--- config.mk ---
export PLATFORM = sky130hd
export DESIGN_NAME = servo_bus_frame_decoder_top_flat
export DESIGN_NICKNAME = d
export VERILOG_FILES = /design/src/rtl/core/sbfd_pkg.sv /design/src/rtl/core/sbfd_if.sv /design/src/rtl/core/sbfd_fsm.sv /design/src/rtl/core/servo_bus_frame_decoder_top.sv /design/src/flat_wrapper.sv
export SDC_FILE = /design/constraint.sdc
export NUM_CORES = 1
export LEC_CHECK = 0
export ABC_AREA = 0
export BUFFER_PORTS_ARGS = -buffer_cell sky130_fd_sc_hd__buf_2
export CORE_ASPECT_RATIO = 1.2
export CORE_MARGIN = 5
export CORE_UTILIZATION = 29
export CTS_CLUSTER_SIZE = 8
export DETAILED_ROUTE_END_ITERATION = 8
export HOLD_SLACK_MARGIN = 0.06
export PLACE_DENSITY = 0.52
export REMOVE_ABC_BUFFERS = 1
export SLEW_MARGIN = 10
export SYNTH_ARGS = -nofsm -noshare
export SYNTH_HDL_FRONTEND = slang
export SYNTH_HIERARCHICAL = 1
export SYNTH_SLANG_ARGS = --single-unit
export TNS_END_PERCENT = 10
--- constraint.sdc ---
create_clock -name clk -period 8.78 [get_ports clk]
set_clock_uncertainty 0.1 [all_clocks]
set_input_delay 0.878 -clock clk [delete_from_list [all_inputs] [get_ports clk]]
set_output_delay 0.878 -clock clk [all_outputs]
set_load 0.01 [all_outputs]
--- src/rtl/core/sbfd_pkg.sv ---
// Package: shared types and constants for the servo bus frame decoder.
`default_nettype none

package sbfd_pkg;

  // Header byte that opens every frame (sent twice)
  localparam logic [7:0] HDR_BYTE = 8'hFF;

  // Shortest legal length byte (status plus checksum)
  localparam logic [7:0] MIN_LENGTH = 8'd2;

  // Decoder phase
  typedef enum logic [2:0] {
    PH_HUNT1   = 3'd0,
    PH_HUNT2   = 3'd1,
    PH_ID      = 3'd2,
    PH_LEN     = 3'd3,
    PH_PAYLOAD = 3'd4,
    PH_CHECK   = 3'd5
  } phase_t;

  // Result kinds
  typedef enum logic [1:0] {
    KIND_PAYLOAD   = 2'd0,
    KIND_GOOD      = 2'd1,
    KIND_BAD_SUM   = 2'd2,
    KIND_SHORT_LEN = 2'd3
  } kind_t;

  // One result beat
  typedef struct packed {
    kind_t      kind;
    logic [7:0] frame_id;
    logic [7:0] data_byte;
    logic [7:0] payload_index;
    logic [7:0] frame_length;
    logic       last;
  } result_t;

endpackage

`default_nettype wire

--- src/rtl/core/sbfd_if.sv ---
// Interfaces: input byte channel and result channel of the frame decoder.
`default_nettype none

interface sbfd_in_if;
  logic       valid;
  logic       ready;
  logic [7:0] rx_byte;

  modport source (output valid, output rx_byte, input ready);
  modport sink   (input valid, input rx_byte, output ready);
endinterface

interface sbfd_out_if;
  logic       valid;
  logic       ready;
  logic [1:0] kind;
  logic [7:0] frame_id;
  logic [7:0] data_byte;
  logic [7:0] payload_index;
  logic [7:0] frame_length;
  logic       last;

  modport source (output valid, output kind, output frame_id, output data_byte,
                  output payload_index, output frame_length, output last,
                  input ready);
  modport sink   (input valid, input kind, input frame_id, input data_byte,
                  input payload_index, input frame_length, input last,
                  output ready);
endinterface

`default_nettype wire

--- src/rtl/core/sbfd_fsm.sv ---
// Frame state machine: header hunt, id/length capture, payload and checksum.
`default_nettype none

module sbfd_fsm (
  input  wire logic             clk,
  input  wire logic             rst_n,
  input  wire logic             beat_i,
  input  wire logic [7:0]       rx_byte_i,
  output sbfd_pkg::result_t     res_o,
  output logic                  res_valid_o
);

  sbfd_pkg::phase_t phase_r, phase_nxt;
  logic [7:0] held_id_r, held_id_nxt;
  logic [7:0] held_length_r, held_length_nxt;
  logic [7:0] byte_count_r, byte_count_nxt;
  logic [7:0] running_sum_r, running_sum_nxt;
  logic [7:0] count_inc;
  logic [7:0] expect_sum;

  assign count_inc  = byte_count_r + 8'd1;
  assign expect_sum = ~running_sum_r;

  // Next phase and frame context
  always_comb begin
    phase_nxt       = phase_r;
    held_id_nxt     = held_id_r;
    held_length_nxt = held_length_r;
    byte_count_nxt  = byte_count_r;
    running_sum_nxt = running_sum_r;
    if (beat_i) begin
      case (phase_r)
        sbfd_pkg::PH_HUNT2: begin
          phase_nxt = (rx_byte_i == sbfd_pkg::HDR_BYTE) ? sbfd_pkg::PH_ID
                                                        : sbfd_pkg::PH_HUNT1;
        end
        sbfd_pkg::PH_ID: begin
          held_id_nxt = rx_byte_i;
          phase_nxt   = sbfd_pkg::PH_LEN;
        end
        sbfd_pkg::PH_LEN: begin
          held_length_nxt = rx_byte_i;
          if (rx_byte_i < sbfd_pkg::MIN_LENGTH) begin
            phase_nxt = sbfd_pkg::PH_HUNT1;
          end else begin
            running_sum_nxt = held_id_r + rx_byte_i;
            byte_count_nxt  = 8'd0;
            phase_nxt       = sbfd_pkg::PH_PAYLOAD;
          end
        end
        sbfd_pkg::PH_PAYLOAD: begin
          running_sum_nxt = running_sum_r + rx_byte_i;
          byte_count_nxt  = count_inc;
          // Status plus (length - 2) parameters, then the checksum
          if (count_inc >= (held_length_r - 8'd1)) begin
            phase_nxt = sbfd_pkg::PH_CHECK;
          end
        end
        sbfd_pkg::PH_CHECK: begin
          phase_nxt = sbfd_pkg::PH_HUNT1;
        end
        default: begin
          phase_nxt = (rx_byte_i == sbfd_pkg::HDR_BYTE) ? sbfd_pkg::PH_HUNT2
                                                        : sbfd_pkg::PH_HUNT1;
        end
      endcase
    end
  end

  // Result for the current beat
  always_comb begin
    res_valid_o         = 1'b0;
    res_o.kind          = sbfd_pkg::KIND_PAYLOAD;
    res_o.frame_id      = held_id_r;
    res_o.data_byte     = 8'd0;
    res_o.payload_index = 8'd0;
    res_o.frame_length  = held_length_r;
    res_o.last          = 1'b0;
    case (phase_r)
      sbfd_pkg::PH_LEN: begin
        res_o.frame_length = rx_byte_i;
        if (rx_byte_i < sbfd_pkg::MIN_LENGTH) begin
          res_valid_o = beat_i;
          res_o.kind  = sbfd_pkg::KIND_SHORT_LEN;
          res_o.last  = 1'b1;
        end
      end
      sbfd_pkg::PH_PAYLOAD: begin
        res_valid_o         = beat_i;
        res_o.data_byte     = rx_byte_i;
        res_o.payload_index = byte_count_r;
      end
      sbfd_pkg::PH_CHECK: begin
        res_valid_o = beat_i;
        res_o.kind  = (rx_byte_i == expect_sum) ? sbfd_pkg::KIND_GOOD
                                                : sbfd_pkg::KIND_BAD_SUM;
        res_o.last  = 1'b1;
      end
      default: begin
        res_valid_o = 1'b0;
      end
    endcase
  end

  // Hold phase and frame context
  always_ff @(posedge clk) begin
    if (!rst_n) begin
      phase_r       <= sbfd_pkg::PH_HUNT1;
      held_id_r     <= 8'd0;
      held_length_r <= 8'd0;
      byte_count_r  <= 8'd0;
      running_sum_r <= 8'd0;
    end else begin
      phase_r       <= phase_nxt;
      held_id_r     <= held_id_nxt;
      held_length_r <= held_length_nxt;
      byte_count_r  <= byte_count_nxt;
      running_sum_r <= running_sum_nxt;
    end
  end

endmodule

`default_nettype wire

--- src/rtl/core/servo_bus_frame_decoder_top.sv ---
// Servo bus status frame decoder (0xFF 0xFF id length status params checksum).
//
// Channels: in_ch carries one received bus byte per beat; out_ch carries zero or
// one result per input byte. Payload results (status byte first, then the
// parameters) come with an index; the checksum byte or a length below two gives
// a verdict result with last set. Header, id and valid length bytes give none.
// Each result is registered and appears on out_ch in the cycle after its byte is accepted.
// Throughput: one byte per cycle; the single output register is refilled in the
// same cycle it is drained, so in_ch.ready stays high while out_ch is taken.
// Stall: while a result waits in the output register and out_ch.ready is low,
// in_ch.ready drops and no byte is taken; nothing is lost or repeated.
// Reset (rst_n low, synchronous): output register empties and the decoder
// returns to hunting for the first header byte with a cleared frame context.
// After every verdict the decoder hunts for a new header.
`default_nettype none

module servo_bus_frame_decoder_top (
  input  wire logic clk,
  input  wire logic rst_n,
  sbfd_in_if.sink   in_ch,
  sbfd_out_if.source out_ch
);

  logic              in_beat;
  logic              res_valid;
  sbfd_pkg::result_t res;
  logic              out_valid_r, out_valid_nxt;
  sbfd_pkg::result_t out_res_r;

  // Take a byte whenever the output register is free or draining
  assign in_ch.ready = !out_valid_r || out_ch.ready;
  assign in_beat     = in_ch.valid && in_ch.ready;

  sbfd_fsm u_fsm (
    .clk         (clk),
    .rst_n       (rst_n),
    .beat_i      (in_beat),
    .rx_byte_i   (in_ch.rx_byte),
    .res_o       (res),
    .res_valid_o (res_valid)
  );

  // Advance output register
  always_comb begin
    out_valid_nxt = out_valid_r;
    if (in_ch.ready) begin
      out_valid_nxt = res_valid;
    end
  end

  always_ff @(posedge clk) begin
    if (!rst_n) begin
      out_valid_r <= 1'b0;
    end else begin
      out_valid_r <= out_valid_nxt;
    end
  end

  always_ff @(posedge clk) begin
    if (in_ch.ready && res_valid) begin
      out_res_r <= res;
    end
  end

  assign out_ch.valid         = out_valid_r;
  assign out_ch.kind          = out_res_r.kind;
  assign out_ch.frame_id      = out_res_r.frame_id;
  assign out_ch.data_byte     = out_res_r.data_byte;
  assign out_ch.payload_index = out_res_r.payload_index;
  assign out_ch.frame_length  = out_res_r.frame_length;
  assign out_ch.last          = out_res_r.last;

`ifndef SYNTHESIS
  // Empty output register never blocks input
  a_ready_when_empty: assert property (@(posedge clk) disable iff (!rst_n)
    !out_valid_r |-> in_ch.ready)
    else $error("input stalled with empty output register");

  // A byte that yields a result shows up as a valid beat next cycle
  a_result_lands: assert property (@(posedge clk) disable iff (!rst_n)
    (in_beat && res_valid) |=> out_valid_r)
    else $error("result lost in output register");

  // Verdicts carry last and no payload; payload beats never carry last
  a_verdict_shape: assert property (@(posedge clk) disable iff (!rst_n)
    out_valid_r |-> ((out_ch.last == (out_ch.kind != sbfd_pkg::KIND_PAYLOAD)) &&
                     (!out_ch.last ||
                      (out_ch.data_byte == 8'd0 && out_ch.payload_index == 8'd0))))
    else $error("malformed verdict or payload result");
`endif

endmodule

`default_nettype wire

--- src/flat_wrapper.sv ---
// flat-port wrapper written by rule: the top's interface ports become plain ports
module servo_bus_frame_decoder_top_flat 
  (clk, rst_n, in_ch_valid, in_ch_rx_byte, in_ch_ready, out_ch_valid, out_ch_kind, out_ch_frame_id, out_ch_data_byte, out_ch_payload_index, out_ch_frame_length, out_ch_last, out_ch_ready);
  sbfd_in_if in_ch_i ();
  sbfd_out_if out_ch_i ();
  input  wire logic clk;
  input  wire logic rst_n;
  input wire logic [$bits(in_ch_i.valid)-1:0] in_ch_valid;
  input wire logic [$bits(in_ch_i.rx_byte)-1:0] in_ch_rx_byte;
  output wire logic [$bits(in_ch_i.ready)-1:0] in_ch_ready;
  output wire logic [$bits(out_ch_i.valid)-1:0] out_ch_valid;
  output wire logic [$bits(out_ch_i.kind)-1:0] out_ch_kind;
  output wire logic [$bits(out_ch_i.frame_id)-1:0] out_ch_frame_id;
  output wire logic [$bits(out_ch_i.data_byte)-1:0] out_ch_data_byte;
  output wire logic [$bits(out_ch_i.payload_index)-1:0] out_ch_payload_index;
  output wire logic [$bits(out_ch_i.frame_length)-1:0] out_ch_frame_length;
  output wire logic [$bits(out_ch_i.last)-1:0] out_ch_last;
  input wire logic [$bits(out_ch_i.ready)-1:0] out_ch_ready;
  assign in_ch_i.valid = in_ch_valid;
  assign in_ch_i.rx_byte = in_ch_rx_byte;
  assign in_ch_ready = in_ch_i.ready;
  assign out_ch_valid = out_ch_i.valid;
  assign out_ch_kind = out_ch_i.kind;
  assign out_ch_frame_id = out_ch_i.frame_id;
  assign out_ch_data_byte = out_ch_i.data_byte;
  assign out_ch_payload_index = out_ch_i.payload_index;
  assign out_ch_frame_length = out_ch_i.frame_length;
  assign out_ch_last = out_ch_i.last;
  assign out_ch_i.ready = out_ch_ready;
  servo_bus_frame_decoder_top u_core (.clk(clk), .rst_n(rst_n), .in_ch(in_ch_i), .out_ch(out_ch_i));
endmodule
==> impl_summary.log <==
INFO  metric synth.area.top_cells = sky130_fd_sc_hd__edfxtp_1 29%, sky130_fd_sc_hd__dfxtp_1 20%, sky130_fd_sc_hd__mux2i_1 6.4%, sky130_fd_sc_hd__ha_1 5.9%, sky130_fd_sc_hd__xnor2_1 4.6%
INFO  metric design_power = 0.787 mW
INFO  metric grt_max_degree = 36
INFO  metric timing.critical_path.arrival = 3.63 ns
INFO  metric max-slew-margin-rel = 23.7%
INFO  metric synth.ff_latch_count = 71
INFO  metric worstPathRequired = 8.91 ns
INFO  metric cts-hold-fix-buffers = 0
INFO  metric synth_seq_area_share = 49.0%
INFO  metric overflow = 0
INFO  metric worst-slew-pin-transition = 1.14 ns
INFO  metric grt_antenna_before_repair = 0
INFO  metric synth.top_cell.area_share = 29.1%
INFO  metric combPwrFrac = 2.8%
INFO  metric synth-edff-count = 35
INFO  metric clockRootBuffer = sky130_fd_sc_hd__clkbuf_16
INFO  metric fin_crit_sh = 39.8%
INFO  metric final-instance-count-excl-fill = 557
INFO  metric synth_cell_type_count = 54
INFO  metric final.fill_count = 1,215
INFO  metric cts.htree.levels = 3
INFO  metric chipHeight = 132 µm
INFO  metric area_added_between_synthesis_and_finish = 20.3%
INFO  metric final_max_slew_viol_count = 0
INFO  metric period_minus_slack = 3.50 ns
INFO  metric worstReg2RegEnd = u_core/u_fsm/running_sum_r[6]
INFO  metric layout-drive-gt1-share = 21.0%
INFO  metric synthesis.instances = 345
INFO  metric cp_max_fo = 11
INFO  metric postCtsSetupBuffers = 0
INFO  metric tns = 0 ns
INFO  metric cts-root-to-sink-buffers = 2
INFO  metric worstHoldStart = u_core/u_fsm/held_id_r[7]
INFO  metric post-place-cells = 541
INFO  metric timing.setup.critical_path_class = reg -> reg
INFO  metric io-pin-count = 49
INFO  metric num_vias = 2,649
INFO  metric netlist.top_cell.by_area = sky130_fd_sc_hd__edfxtp_1
INFO  metric cts_made_buffers = 9
INFO  metric cts_num_sinks = 71
INFO  metric die_width = 112 µm
INFO  metric worst_skew_pair_later_pin_latency = 0.33 ns
INFO  metric end_kind = flop
INFO  metric setup_viol = 0
INFO  metric p_sw = 0.151 mW
INFO  metric placementRows = 44
INFO  metric via_count_of_the_first_global_routing_pass = 2,763
INFO  metric cts_resized = 0
INFO  metric critical_path.startpoint_type = flop
INFO  metric maximum_vdd_drop = 0.0000812 V
INFO  metric initial_core_util = 29.7%
INFO  metric clock_transition_at_the_registers_of_the_reported_paths = 0.06 ns
INFO  metric min_to = u_core/out_ch.frame_id[7]
INFO  metric worst_r2r_startpoint = u_core/u_fsm/phase_r[2]
INFO  metric post_synth_most_frequent_cells = 37 x sky130_fd_sc_hd__nand2_1, 37 x sky130_fd_sc_hd__nor2_1, 36 x sky130_fd_sc_hd__dfxtp_1
INFO  metric share_seq_of_total_power = 43.7%
INFO  metric wl_per_cell = 15.0 µm
INFO  metric netlist_area_pre_place = 3620 µm²
INFO  metric internal_power = 0.636 mW
INFO  metric route.final.wire_length = 8.38 mm
INFO  metric floorplan.core_area = 12,200 µm²
INFO  metric tritoncts = yes
INFO  metric drt_pre_antenna_iters = 4
INFO  metric ys_dominant_reg_cell = sky130_fd_sc_hd__dfxtp_1
INFO  metric rsz0062_at_grt = no
INFO  metric io_buffers = 48
INFO  metric global_route.usage.total = 11.9%
INFO  metric fmax = 286 MHz
INFO  metric synth_area_per_cell = 10.5 µm²
INFO  metric netSwitchingFraction = 19.2%
INFO  metric status = complete, no violations
INFO  metric drc_violation_total_after_the_first_tritonroute_iteration = 93
INFO  metric power_per_cell_area = 181 nW/µm²
INFO  metric postRouteAntennaNets = 0
INFO  metric floorplan.die_area = 14,800 µm²
INFO  metric worst-r2r-setup-slack = 5.28 ns
INFO  metric hpwl_after_detailed_placement = 5.87 mm
INFO  metric n_antenna_cell = 0
INFO  metric timing.hold.worst_path_depth = 0
INFO  metric hold_viol = 0
INFO  metric max_cap_violations = 0
INFO  metric drc = 0
INFO  metric worstHoldPathType = reg -> reg
INFO  metric globalplace.congestion = 0.787
INFO  metric synth_async_reset_ratio = 0%
INFO  metric nNetsFinal = 421
INFO  metric share_clk_of_total_power = 53.4%
INFO  metric global_route_wire_length_before_repair = 14.0 mm
INFO  metric drt-vias-per-instance = 4.76
INFO  metric r2r.worst_path.cells = 10
INFO  metric synth-warning-count = 6
INFO  metric p_leak = 1.81 nW
[cells in the final DEF, fill, tap and decap left out, drive strengths merged, types with 2 or more instances in the layout]
master   n
ha      17
mux2i   23
dfxtp   36
nand2b   5
or3      2
buf     49
a21o     4
inv      4
nor2    37
mux2     8
bufinv   3
nor4     4
a21oi   19
o211ai   2
edfxtp  35
clkinv   4
a211oi   4
a21boi   2
o21ai    8
nand2   37
nand3b   4
and2    19
nand3    9
nor3     4
clkbuf  10
xor2     6
or2      2
nand4    3
xnor2   19
[cell type report]
class,count,area (µm²),share of cell area [%]
sequential,71,1770,40.7
multi-input combinational,255,1760,40.5
timing repair buffer,49,248,5.70
clock buffer,10,239,5.49
tap,161,201,4.63
clock inverter,6,108,2.47
inverter,5,18.8,0.432
[power groups by stage]
stage               registers [mW]  clock network, mW  logic (mW)
finish                       0.344              0.421      0.0222
global route                 0.344              0.447      0.0244
CTS                          0.344              0.432      0.0225
detailed placement           0.351                  0      0.0225
global placement             0.351                  0      0.0223
floorplan                    0.351                  0      0.0114
[worst max-delay path, stage by stage, from the launching register on]
cell                       delay, ns
sky130_fd_sc_hd__dfxtp_1        0.50
sky130_fd_sc_hd__or3b_1         0.65
sky130_fd_sc_hd__nand2_1        0.16
sky130_fd_sc_hd__nand2_1        0.06
sky130_fd_sc_hd__ha_1           0.22
sky130_fd_sc_hd__fa_1           0.43
sky130_fd_sc_hd__a211oi_1       0.23
sky130_fd_sc_hd__nor2_1         0.10
sky130_fd_sc_hd__or4b_2         0.61
sky130_fd_sc_hd__a41o_1         0.19
sky130_fd_sc_hd__a21oi_1        0.13
[per-stage QoR]
step / worst slack, ns / area, µm² / util [%] / hold WS [ns]
2_1_floorplan: 4.95 / 3550 / - / 0.329
3_3_place_gp: 5.42 / 4000 / 32.9 / 0.371
3_5_place_dp: 5.29 / 4000 / 32.9 / 0.363
4_1_cts: 5.28 / 4350 / 35.7 / 0.382
5_1_grt: 5.09 / 4350 / 35.7 / 0.395
6_report: 5.28 / 4350 / 35.7 / 0.380
[worst max-delay path by stage]
stage,cells past startpoint,end,startpoint
final,10,u_core/u_fsm/running_sum_r[6],u_core/u_fsm/phase_r[2]
after global routing,10,u_core/u_fsm/running_sum_r[6],u_core/u_fsm/phase_r[2]
after CTS,10,u_core/u_fsm/running_sum_r[6],u_core/u_fsm/phase_r[2]
after detailed placement,10,u_core/u_fsm/running_sum_r[6],u_core/u_fsm/phase_r[2]
after global placement,10,u_core/u_fsm/running_sum_r[6],u_core/u_fsm/phase_r[2]
after floorplan,9,u_core/u_fsm/running_sum_r[6],u_core/u_fsm/phase_r[2]
[state kept, by name, indices dropped and copies added (netlist names)]
name,cells
u_core/out_ch.valid,1
u_core/out_ch.kind,2
u_core/u_fsm/byte_count_r,8
u_core/u_fsm/phase_r,3
u_core/out_ch.last,1
u_core/out_ch.frame_length,8
u_core/out_ch.payload_index,8
u_core/u_fsm/held_length_r,8
u_core/u_fsm/running_sum_r,8
u_core/out_ch.data_byte,8
u_core/u_fsm/held_id_r,8
u_core/out_ch.frame_id,8
[cells by family after synthesis]
kind of cell | count (synthesis) | share of synthesized area [%]
AOI/OAI and AO/OA | 48 | 8.79
xor gates and xnor gates | 25 | 6.06
adders and majority gates | 18 | 6.44
buffers and inverters | 19 | 2.39
DFF | 71 | 49.0
muxes | 31 | 8.86
and+or+nand+nor | 133 | 18.5
[per-layer routing]
| layer | global-route usage, % | vias up | routed length, µm |
|---|---|---|---|
| met5 | 0 | - | 0 |
| met4 | 4.61 | 0 | 161 |
| met3 | 3.49 | 10 | 261 |
| met2 | 21.7 | 36 | 4510 |
| met1 | 12.9 | 1288 | 3450 |
| li1 | - | 1315 | - |
Power figures use the tool's default switching activity.
